<file path="src/hw/rtl/hdd_pkg.sv">
// ----------------------------------------------------------------------------
// hdd_pkg
// Shared types for the Hermite divided-difference table core.
// ----------------------------------------------------------------------------
package hdd_pkg;

  typedef enum logic [1:0] {
    FAULT_OK   = 2'd0,
    FAULT_SAT  = 2'd1,
    FAULT_ZERO = 2'd2
  } fault_t;

  typedef enum logic [1:0] {
    ST_IDLE,
    ST_SLOT,
    ST_DIV
  } state_t;

  typedef enum logic [1:0] {
    DV_IDLE,
    DV_RUN,
    DV_FIN
  } div_state_t;

  typedef struct packed {
    logic               done;
    logic signed [31:0] value;
    fault_t             fault;
  } div_res_t;

endpackage

</file>
<file path="src/hw/rtl/hdd_cell.sv">
// ----------------------------------------------------------------------------
// hdd_cell
// One slot of the rotating row chain: takes its neighbor's word or a new one.
// ----------------------------------------------------------------------------
module hdd_cell (
  input  logic        clk,
  input  logic        en,
  input  logic        load,
  input  logic [31:0] load_data,
  input  logic [31:0] nb_data,
  output logic [31:0] q
);

  always_ff @(posedge clk) begin
    if (en) begin
      q <= load ? load_data : nb_data;
    end
  end

endmodule

</file>
<file path="src/hw/rtl/hdd_divider.sv">
// ----------------------------------------------------------------------------
// hdd_divider
// Bit-serial signed fixed-point divider with saturation and zero check.
// ----------------------------------------------------------------------------
module hdd_divider #(
  parameter int FRAC_BITS = 16
) (
  input  logic                clk,
  input  logic                rst,
  input  logic                start,
  input  logic signed [32:0]  num,
  input  logic signed [32:0]  den,
  output hdd_pkg::div_res_t   res
);
  import hdd_pkg::*;

  localparam int DW = 33 + FRAC_BITS;
  localparam int CW = $clog2(DW + 1);

  div_state_t     state, state_next;
  logic [DW-1:0]  qr;
  logic [32:0]    rem;
  logic [32:0]    dvs;
  logic           neg;
  logic           zero;
  logic [CW-1:0]  cnt;
  logic [33:0]    trial;
  logic [32:0]    num_mag;
  logic [32:0]    den_mag;
  logic           pos_ovf;
  logic           neg_ovf;

  always_comb begin
    num_mag = num[32] ? 33'(-num) : 33'(num);
    den_mag = den[32] ? 33'(-den) : 33'(den);
    trial   = {rem, qr[DW-1]} - {1'b0, dvs};
    pos_ovf = |qr[DW-1:31];
    neg_ovf = (|qr[DW-1:32]) | (qr[31] & (|qr[30:0]));
  end

  always_comb begin
    state_next = state;
    unique case (state)
      DV_IDLE: if (start) state_next = (den == '0) ? DV_FIN : DV_RUN;
      DV_RUN:  if (cnt == CW'(1)) state_next = DV_FIN;
      DV_FIN:  state_next = DV_IDLE;
      default: state_next = DV_IDLE;
    endcase
  end

  always_ff @(posedge clk) begin
    if (rst) begin
      state <= DV_IDLE;
    end else begin
      state <= state_next;
    end
  end

  always_ff @(posedge clk) begin
    if (state == DV_IDLE && start) begin
      qr   <= DW'(num_mag) << FRAC_BITS;
      rem  <= '0;
      dvs  <= den_mag;
      neg  <= num[32] ^ den[32];
      zero <= (den == '0);
      cnt  <= CW'(DW);
    end else if (state == DV_RUN) begin
      if (!trial[33]) begin
        rem <= trial[32:0];
        qr  <= {qr[DW-2:0], 1'b1};
      end else begin
        rem <= {rem[31:0], qr[DW-1]};
        qr  <= {qr[DW-2:0], 1'b0};
      end
      cnt <= cnt - CW'(1);
    end
  end

  always_comb begin
    res.done = (state == DV_FIN);
    if (zero) begin
      res.value = '0;
      res.fault = FAULT_ZERO;
    end else if (neg) begin
      res.value = neg_ovf ? 32'sh8000_0000 : 32'(-qr[31:0]);
      res.fault = neg_ovf ? FAULT_SAT : FAULT_OK;
    end else begin
      res.value = pos_ovf ? 32'sh7fff_ffff : qr[31:0];
      res.fault = pos_ovf ? FAULT_SAT : FAULT_OK;
    end
  end

endmodule

</file>
<file path="src/hw/rtl/hermite_divided_difference_table_core.sv">
// ----------------------------------------------------------------------------
// hermite_divided_difference_table_core
// Hermite divided-difference table in signed Q16.16, one node per word.
//
//   channel  dir  word
//   s_*      in   one node: x, f, f'; tlast marks the final node of a set
//   m_*      out  one table entry; tlast marks the last entry of the node
//
// Node i gives 4i+3 entries; 4i of them wait on the bit-serial divider, which
// goes straight to its result on a zero denominator. Each row pass steps the
// row chain through all 2*MAX_NODES slots.
// One node at a time.
// Reset clears control only. A stalled output holds the engine at its next entry.
// ----------------------------------------------------------------------------
module hermite_divided_difference_table_core #(
  parameter int MAX_NODES = 16,
  parameter int FRAC_BITS = 16
) (
  input  logic        clk,
  input  logic        rst,
  input  logic        s_tvalid,
  output logic        s_tready,
  input  logic [95:0] s_tdata,   // node_x, node_value, node_slope
  input  logic        s_tlast,   // last_node
  output logic        m_tvalid,
  input  logic        m_tready,
  output logic [79:0] m_tdata,   // row_index, column_index, row_abscissa,
                                 // entry_value, fault, 4 bits zero
  output logic        m_tlast    // last_of_run
);
  import hdd_pkg::*;

  localparam int ROWS = 2 * MAX_NODES;
  localparam int SW   = $clog2(ROWS);
  localparam int NW   = (MAX_NODES > 1) ? $clog2(MAX_NODES) : 1;

  state_t             state, state_next;
  logic               odd_pass;
  logic [SW-1:0]      slot;
  logic [SW-1:0]      len;
  logic [NW-1:0]      node_cnt;
  logic [NW-1:0]      node_idx;
  logic [31:0]        in_x;
  logic [31:0]        in_f;
  logic [31:0]        in_fp;
  logic               in_last;
  logic [31:0]        cur;
  fault_t             cur_fault;
  logic [31:0]        abs_mem [MAX_NODES];
  logic [31:0]        cell_q [ROWS];
  logic [31:0]        head;
  logic [31:0]        z_val;
  logic [SW-1:0]      row_sw;
  logic [SW-1:0]      slot_plus;
  logic [NW-1:0]      zidx;
  logic signed [32:0] num;
  logic signed [32:0] den;
  div_res_t           dres;

  logic [4:0]         out_row;
  logic [4:0]         out_col;
  logic [31:0]        out_absc;
  logic [31:0]        out_val;
  fault_t             out_fault;
  logic               out_last;

  logic out_free, in_row, emit, rot, dstart, adv, take_fp, pass_end;

  assign head      = cell_q[0];
  assign row_sw    = SW'({node_idx, odd_pass});
  assign slot_plus = slot + SW'(1);
  assign zidx      = NW'((row_sw - slot_plus) >> 1);
  assign z_val     = abs_mem[zidx];
  assign num       = {cur[31], cur} - {head[31], head};
  assign den       = {in_x[31], in_x} - {z_val[31], z_val};
  assign out_free  = !m_tvalid || m_tready;
  assign in_row    = (slot <= len);
  assign s_tready  = (state == ST_IDLE);

  for (genvar k = 0; k < ROWS; k++) begin : g_chain
    hdd_cell u_cell (
      .clk       (clk),
      .en        (rot),
      .load      ((k == ROWS - 1) && emit),
      .load_data (cur),
      .nb_data   (cell_q[(k + 1) % ROWS]),
      .q         (cell_q[k])
    );
  end

  hdd_divider #(.FRAC_BITS(FRAC_BITS)) u_div (
    .clk   (clk),
    .rst   (rst),
    .start (dstart),
    .num   (num),
    .den   (den),
    .res   (dres)
  );

  always_comb begin
    emit    = 1'b0;
    rot     = 1'b0;
    dstart  = 1'b0;
    adv     = 1'b0;
    take_fp = 1'b0;
    unique case (state)
      ST_SLOT: begin
        if (in_row) begin
          if (out_free) begin
            emit = 1'b1;
            rot  = 1'b1;
            if (slot < len) begin
              if (odd_pass && slot == '0) begin
                take_fp = 1'b1;
                adv     = 1'b1;
              end else begin
                dstart = 1'b1;
              end
            end else begin
              adv = 1'b1;
            end
          end
        end else begin
          rot = 1'b1;
          adv = 1'b1;
        end
      end
      default: ;
    endcase
    pass_end = adv && (slot == SW'(ROWS - 1));
  end

  always_comb begin
    state_next = state;
    unique case (state)
      ST_IDLE: if (s_tvalid) state_next = ST_SLOT;
      ST_SLOT: begin
        if (dstart) state_next = ST_DIV;
        else if (pass_end && odd_pass) state_next = ST_IDLE;
      end
      ST_DIV:  if (dres.done) state_next = ST_SLOT;
      default: state_next = ST_IDLE;
    endcase
  end

  always_ff @(posedge clk) begin
    if (rst) begin
      state    <= ST_IDLE;
      m_tvalid <= 1'b0;
      node_cnt <= '0;
    end else begin
      state <= state_next;
      if (emit) m_tvalid <= 1'b1;
      else if (m_tready) m_tvalid <= 1'b0;
      if (state == ST_SLOT && pass_end && odd_pass) begin
        if (in_last || node_idx == NW'(MAX_NODES - 1)) node_cnt <= '0;
        else node_cnt <= node_idx + NW'(1);
      end
    end
  end

  always_ff @(posedge clk) begin
    if (state == ST_IDLE && s_tvalid) begin
      node_idx          <= node_cnt;
      abs_mem[node_cnt] <= s_tdata[31:0];
      in_x              <= s_tdata[31:0];
      in_f              <= s_tdata[63:32];
      in_fp             <= s_tdata[95:64];
      in_last           <= s_tlast;
      odd_pass          <= 1'b0;
      slot              <= '0;
      len               <= SW'({node_cnt, 1'b0});
      cur               <= s_tdata[63:32];
      cur_fault         <= FAULT_OK;
    end else if (state == ST_DIV) begin
      if (dres.done) begin
        cur       <= dres.value;
        cur_fault <= dres.fault;
        slot      <= slot_plus;
      end
    end else if (state == ST_SLOT) begin
      if (pass_end) begin
        odd_pass  <= 1'b1;
        slot      <= '0;
        len       <= SW'({node_idx, 1'b1});
        cur       <= in_f;
        cur_fault <= FAULT_OK;
      end else if (adv) begin
        slot <= slot_plus;
        if (take_fp) begin
          cur       <= in_fp;
          cur_fault <= FAULT_OK;
        end
      end
    end
    if (emit) begin
      out_row   <= 5'({node_idx, odd_pass});
      out_col   <= 5'(slot);
      out_absc  <= in_x;
      out_val   <= cur;
      out_fault <= cur_fault;
      out_last  <= odd_pass && (slot == len);
    end
  end

  assign m_tdata = {4'b0000, out_fault, out_val, out_absc, out_col, out_row};
  assign m_tlast = out_last;

  a_copy_ok: assert property (@(posedge clk) disable iff (rst)
    m_tvalid && out_col == 5'd0 |-> out_fault == FAULT_OK)
    else $error("column 0 entry carries a fault");

  a_last_odd: assert property (@(posedge clk) disable iff (rst)
    m_tvalid && m_tlast |-> out_row[0])
    else $error("run ends on an even row");

  a_col_row: assert property (@(posedge clk) disable iff (rst)
    m_tvalid |-> out_col <= out_row)
    else $error("column exceeds row");

  a_div_wait: assert property (@(posedge clk) disable iff (rst)
    dres.done |-> state == ST_DIV)
    else $error("divider result with no entry waiting");

endmodule

</file>
<file path="config.mk">
export PLATFORM = sky130hd
export DESIGN_NAME = hermite_divided_difference_table_core
export DESIGN_NICKNAME = d
export VERILOG_FILES = /design/src/hw/rtl/hdd_pkg.sv /design/src/hw/rtl/hdd_cell.sv /design/src/hw/rtl/hdd_divider.sv /design/src/hw/rtl/hermite_divided_difference_table_core.sv
export SDC_FILE = /design/constraint.sdc
export NUM_CORES = 2
export LEC_CHECK = 0
export BUFFER_PORTS_ARGS = -buffer_cell sky130_fd_sc_hd__buf_2
export CAP_MARGIN = 15
export CORE_UTILIZATION = 45
export CTS_BUF_LIST = sky130_fd_sc_hd__clkbuf_8
export DETAILED_ROUTE_END_ITERATION = 7
export PLACE_DENSITY = 0.64
export RECOVER_POWER = 50
export SLEW_MARGIN = 30
export SYNTH_ARGS = -nofsm -noshare
export SYNTH_HDL_FRONTEND = slang
export SYNTH_SLANG_ARGS = --single-unit
</file>
<file path="constraint.sdc">
create_clock -name clk -period 47.6 [get_ports clk]
set_clock_uncertainty 0.2 [all_clocks]
set_input_delay 0 -clock clk [delete_from_list [all_inputs] [get_ports clk]]
set_output_delay 0 -clock clk [all_outputs]
set_load 0.03 [all_outputs]
</file>
# Word level (Yosys, flattened, before mapping)
# Memory sizes are Yosys's and may differ from the RTL's.
# Index checks and enable logic that the tools add are counted.
[totals]
latchBits = 0
mem_bits_rw = 512
n_memories = 1
regBits = 1378
output_inout_bits = 83
inputBits = 101
word_cells = 195
romBits = 0
[classes]
multipliers = 0
n_lt_le_gt_ge = 2
eq_ne = 15
n_shift = 0
muxes = 68
div_mod_pow = 0
reduce_logical = 35
n_addsub = 10
bitwise = 4
[memory_table]
columns = ["memory", "depth", "word_bits", "rd", "rd_clocked_by_memory_dff", "write_ports", "line", "text"]
rows = [
  ["abs_mem", 16, 32, 1, 0, 1, "hermite_divided_difference_table_core.sv:49", "logic [31:0] abs_mem [MAX_NODES];"],
]
[op_table]
columns = ["op", "count"]
rows = [
  ["2-to-1 mux 32 bit", 11],
  ["2-to-1 mux 49 bit", 2],
  ["2-to-1 mux 34 bit", 2],
  ["2-to-1 mux 33 bit", 2],
  ["negation 33 bit", 2],
  ["subtractor 32 x 32 -> 33 bit", 2],
  ["2-to-1 mux 5 bit", 9],
  ["subtractor 34 x 33 -> 34 bit", 1],
  ["zero test 33 bit", 1],
  ["negation 32 bit", 1],
  ["OR reduction 31 bit", 1],
  ["2-to-1 mux 1 bit", 26],
  ["2-to-1 mux 2 bit", 13],
  ["OR reduction 18 bit", 1],
  ["OR reduction 17 bit", 1],
  ["AND reduction 3 bit", 4],
  ["nonzero test 2 bit", 5],
  ["nonzero test 3 bit", 3],
  ["logical AND 1 bit", 8],
  ["AND reduction 4 bit", 2],
  ["nonzero test 4 bit", 2],
  ["equality test 6 x 1 -> 1 bit (second input constant)", 1],
  ["inequality test 2 bit (second input constant)", 3],
  ["case mux 2 bit (3 select lines)", 1],
  ["25 further kinds", 30],
]

# Longest topological paths before layout
[depth]
ltp_word = 13
mapped_depth = 30
mapped_depth_nobuf = 28

# By module
# A second synthesis with hierarchy kept.
[unflattened]
cells_unflattened = 5181
area_unflattened_um2 = 88297.2
[modules_own_cells]
columns = ["mod", "seq_area_each_um2", "cells_each", "n_inst", "area_each_um2"]
rows = [
  ["hdd_cell", 960.9, 68, 32, 1505.2],
  ["hermite_divided_difference_table_core", 22101.2, 1976, 1, 31507.7],
  ["hdd_divider", 3183.1, 1029, 1, 8623.3],
]

# Least setup slack after synthesis
# No wires, ideal clock.
[synth_path]
path_type = "register to register"
from = "register slot[2]"
to = "register g_chain[0].u_cell.q[0], enable pin"
path_stages_with_launch = 6
setup_time_ns = 1.498
synth_period_minus_slack_ns = 25.308
arrival_ns = 23.610
slack_ns = 22.292
required_time_ns = 45.902
n_path_buf = 0
cell_sequence = "dfxtp_1 -> ha_1 -> nand3_1 -> o21a_1 -> nor2_1 -> o21a_1"
[synth_via]
elab_chain_len = 3
[synth_rtl]
columns = ["item", "line", "text"]
rows = [
  ["start, declared", "hermite_divided_difference_table_core.sv:39", "logic [SW-1:0] slot;"],
  ["start signal, assigned", "hermite_divided_difference_table_core.sv:179", "slot <= slot_plus;"],
  ["start signal, assigned", "hermite_divided_difference_table_core.sv:189", "slot <= slot_plus;"],
  ["<= comparator 5 bit", "hermite_divided_difference_table_core.sv:77", "assign in_row = (slot <= len);"],
  ["2-to-1 mux 1 bit", "hermite_divided_difference_table_core.sv:108", "if (in_row) begin"],
  ["2-to-1 mux 1 bit", "hermite_divided_difference_table_core.sv:106", "unique case (state)"],
  ["net g_chain[0].u_cell.en", "hdd_cell.sv:7", "input logic en,"],
  ["end signal, assigned", "hdd_cell.sv:16", "q <= load ? load_data : nb_data;"],
  ["end, declared", "hdd_cell.sv:11", "output logic [31:0] q"],
]
# The timed path passes the listed nets, and every way through them passes these cells.
# A chain may end at the register's enable or synchronous reset.

# Final worst setup path
[layout_path]
from = "register slot[0]"
to = "register u_div.dvs[32] (data pin)"
[layout_via]
elab_chain_len = 5
[layout_rtl]
columns = ["item", "line", "text"]
rows = [
  ["adder 5 x 1 -> 5 bit (*)", "hermite_divided_difference_table_core.sv:71", "assign slot_plus = slot + SW'(1);"],
  ["subtractor 5 bit (*)", "hermite_divided_difference_table_core.sv:72", "assign zidx = NW'((row_sw - slot_plus) >> 1);"],
  ["memory (16 x 32 bit) (*)", "n/a", ""],
  ["subtractor 32 x 32 -> 33 bit (*)", "hermite_divided_difference_table_core.sv:75", "assign den = {in_x[31], in_x} - {z_val[31], z_val};"],
  ["negation 33 bit", "hdd_divider.sv:35", "den_mag = den[32] ? 33'(-den) : 33'(den);"],
  ["end signal, assigned", "hdd_divider.sv:63", "dvs <= den_mag;"],
  ["end, declared", "hdd_divider.sv:23", "logic [32:0] dvs;"],
]
# Every way passes the cells marked *; elsewhere a longest branch is shown, timed or not.

==> impl_metrics.env <==
export IMPL_status="finished, violations left"
export IMPL_failed_checks="capacitance limit, slew limit"
export IMPL_p_int_uw=3930
export IMPL_worst_path_max_fanout=57
export IMPL_r2r_slack_ns=38.75
export IMPL_first_pass_iters=5
export IMPL_die_y_um=403
export IMPL_max_slew_margin=-1.02
export IMPL_ys_seq_elements=1890
export IMPL_fin_crit_ns=8.85
export IMPL_criticalPathCategory="register to register"
export IMPL_critical_path_arrival_ns=9.37
export IMPL_worstPathCellList="inv_1 > ha_1 > fa_4 > buf_4 > buf_4 > mux4_2 > nand2_1 > nand2_1 > o21ai_0 > ha_1 > nand2_1 > a2111oi_2 > o211ai_1 > and3_1 > xnor2_1 > a211oi_1 > nand3_1 > nor2_1 > or4b_2 > nor3_1 > ha_1 > and2_1"
export IMPL_ys_seq_area_frac=0.774
export IMPL_synth_area_um2=72400
export IMPL_ys_warn_count=0
export IMPL_synth_area_per_cell_um2=16.8
export IMPL_first_iter_violations=3638
export IMPL_syn_to_final_growth_pct=15.6
export IMPL_cts_root_buf="clkbuf_8"
export IMPL_antenna_found_initial=19
export IMPL_fin_tns_setup_ns=0
export IMPL_slew_violations=246
export IMPL_clk_pin_slew_ns=0.06
export IMPL_initial_core_util=0.455
export IMPL_place_gp_congestion=0.867
export IMPL_core_area_um2=159000
export IMPL_pin_count=184
export IMPL_antenna_left=0
export IMPL_drv_cap=7
export IMPL_seq_power_share=0.444
export IMPL_min_period_over_period=0.186
export IMPL_design_area_um2=83800
export IMPL_tightest_slew_ns=3.03
export IMPL_port_buffers=179
export IMPL_detail_route_vias_per_cell=5.38
export IMPL_crit_required_ns=48.12
export IMPL_synth_ff_type="edfxtp_1"
export IMPL_hold_ws_ns=0.0485
export IMPL_path_delay_family="adder cells"
export IMPL_drc=0
export IMPL_synth_enable_flop_cells=1818
export IMPL_clkPwrFrac=0.210
export IMPL_vias=39218
export IMPL_fmax_ghz=0.113
export IMPL_cts_num_sinks=1890
export IMPL_post_cts_buffers=0
export IMPL_crit_buf_inv=3
export IMPL_clock_path_buffers=4
export IMPL_worst_path_max_delay_cell="fa_4"
export IMPL_grt_max_degree=206
export IMPL_cts_buffers=314
export IMPL_end_kind="register"
export IMPL_cts_tree="done"
export IMPL_yosysTopAreaCell="edfxtp_1"
export IMPL_placed_area_um2=76100
export IMPL_row_count=146
export IMPL_cts_resized=0
export IMPL_finalWirelength_um=157000
export IMPL_die_area_um2=163000
export IMPL_hold_viol_final=0
export IMPL_grt_pass1_wl_um=237000
export IMPL_powerDensity_nw_per_um2=72.9
export IMPL_pwr_share_comb=0.346
export IMPL_syn_instance_count=4298
export IMPL_grt_pass1_vias=39004
export IMPL_cts_hold_buf=228
export IMPL_switching_share=0.356
export IMPL_yosys_top_cells_area="edfxtp_1 75%, mux4_2 4.0%, nand2_1 2.3%"
export IMPL_max_stage_delay_ns=1.17
export IMPL_fillerInstances=12731
export IMPL_clk_latency_ns=1.02
export IMPL_rsz0062_at_grt="false"
export IMPL_synth_top_area_frac=0.754
export IMPL_die_w_um=403
export IMPL_nets=5150
export IMPL_critPathLaunchType="register"
export IMPL_peakVddDrop_v=0.0000498
export IMPL_grt_overflow_total=0
export IMPL_netSwitchingPower_uw=2180
export IMPL_min_path_type="primary input to register"
export IMPL_grt_use_total=0.194
export IMPL_ctsHtreeMaxLevel=5
export IMPL_setup_viol=0
export IMPL_wire_per_inst_um=21.5
export IMPL_place_hpwl_um=92000
export IMPL_power_leakage_uw=0.0286
export IMPL_synthArstFlopShare=0
export IMPL_drive_above_1_share=0.140
export IMPL_power_total_uw=6100
export IMPL_ys_types=90
metrics by stage:
step,util,setup slack [ns],cells
4_1_cts,0.527,38.63,7289
3_3_place_gp,0.478,38.83,6523
5_1_grt,0.526,37.96,7294
2_1_floorplan,-,22.29,4301
6_report,0.526,38.75,7296
3_5_place_dp,0.478,38.65,6523
layer usage:
| metal | vias to the layer above | share of wire | track usage | wire length (um) |
|---|---|---|---|---|
| met5 | - | 0.00059 | 0 | 93 |
| met4 | 14 | 0.037 | 0.0815 | 5770 |
| met3 | 370 | 0.071 | 0.0513 | 11100 |
| met2 | 1241 | 0.46 | 0.292 | 72100 |
| met1 | 19659 | 0.43 | 0.267 | 68100 |
| li1 | 17934 | - | - | - |
synthesized netlist by cell type, drive strengths merged, types with 15 or more instances:
master and count:
edfxtp 1818, nand2 436, o21ai 251, a21oi 173, nor2 161, inv 133, clkbuf 130, mux4 129
ha 122, xnor2 87, dfxtp 72, nand3 72, nor3 60, mux2i 58, xor2 51, a21o 38
o31ai 32, buf 31, nor4 27, o221ai 27, o21a 25, a211oi 24, o211ai 24, and2 22
nand4 22, or3 22, a31oi 19, nand2b 19, and3 15, nor3b 15
cell usage in the layout, fill, tap and decap left out, types with 18 or more instances in the layout:
cell type and instances:
edfxtp_1 1818, nand2_1 435, clkbuf_8 318, o21ai_0 248, dlygate4sd3_1 228, inv_1 227, a21oi_1 173, nor2_1 148
mux4_2 129, ha_1 122, clkbuf_1 97, buf_2 86, xnor2_1 84, nand3_1 72, dfxtp_1 72, clkinv_1 70
mux2i_1 58, nor3_1 56, xor2_1 50, buf_4 48, a21o_1 38, clkinv_2 34, o31ai_1 32, nor4_1 27
o221ai_1 27, o21a_1 25, nand4_1 22, a211oi_1 22, and2_1 21, o211ai_1 21, or3_1 20, a31oi_1 19
nand2b_1 18
worst min-delay path: cells and delay by family:
kind | cells | cell delay [ns]
and+or+nand+nor | 1 | 0.31
buffers and inverters | 2 | 0.61
AOI/OAI and AO/OA | 1 | 0.21
registers in the layout (all words and copies together) (netlist names), 6 cells and up:
signal	count
u_div.cnt	6
u_div.qr	49
out_val	32
cur	32
abs_mem	512
u_div.rem	33
g_chain.u_cell.q	1024
in_x	32
in_f	32
u_div.dvs	33
in_fp	32
out_absc	32
final cells by class:
cell class,instances,area [um2],share of cell area
clock inverter,220,1110,0.0133
antenna,5,12.5,0.000149
multi-input combinational,2116,15500,0.184
inverter,134,504,0.00602
clock buffer,318,4380,0.0523
timing repair buffer,467,3580,0.0427
tap,2146,2690,0.0321
sequential,1890,56000,0.669
cell families after synthesis:
group | Yosys count | synth area share
and+or+nand+nor | 930 | 0.0592
AOI/OAI and AO/OA | 729 | 0.0640
muxes | 189 | 0.0484
buffers and inverters | 295 | 0.0157
DFF | 1890 | 0.774
other | 1 | 0.0000518
adders and majority gates | 126 | 0.0222
xor gates and xnor gates | 138 | 0.0167
power by group through the flow:
stage               sequential (uW)  combinational [uW]  clock, uW
floorplan                      3070                1520          0
detailed placement             2730                2100          0
finish                         2710                2110       1280
CTS                            2720                2120       1320
global route                   2760                2330       1390
global placement               2730                2070          0
path summary, 6_finish.rpt:
kind,from,endpoint,cells after the start
setup / recovery,slot[0],u_div.dvs[32],22
hold / removal,m_tready,m_tvalid,4
setup reg to reg,slot[0],u_div.dvs[32],22
hold reg to reg,g_chain[3].u_cell.q[14],g_chain[2].u_cell.q[14],0
Power figures use the tool's default switching activity.
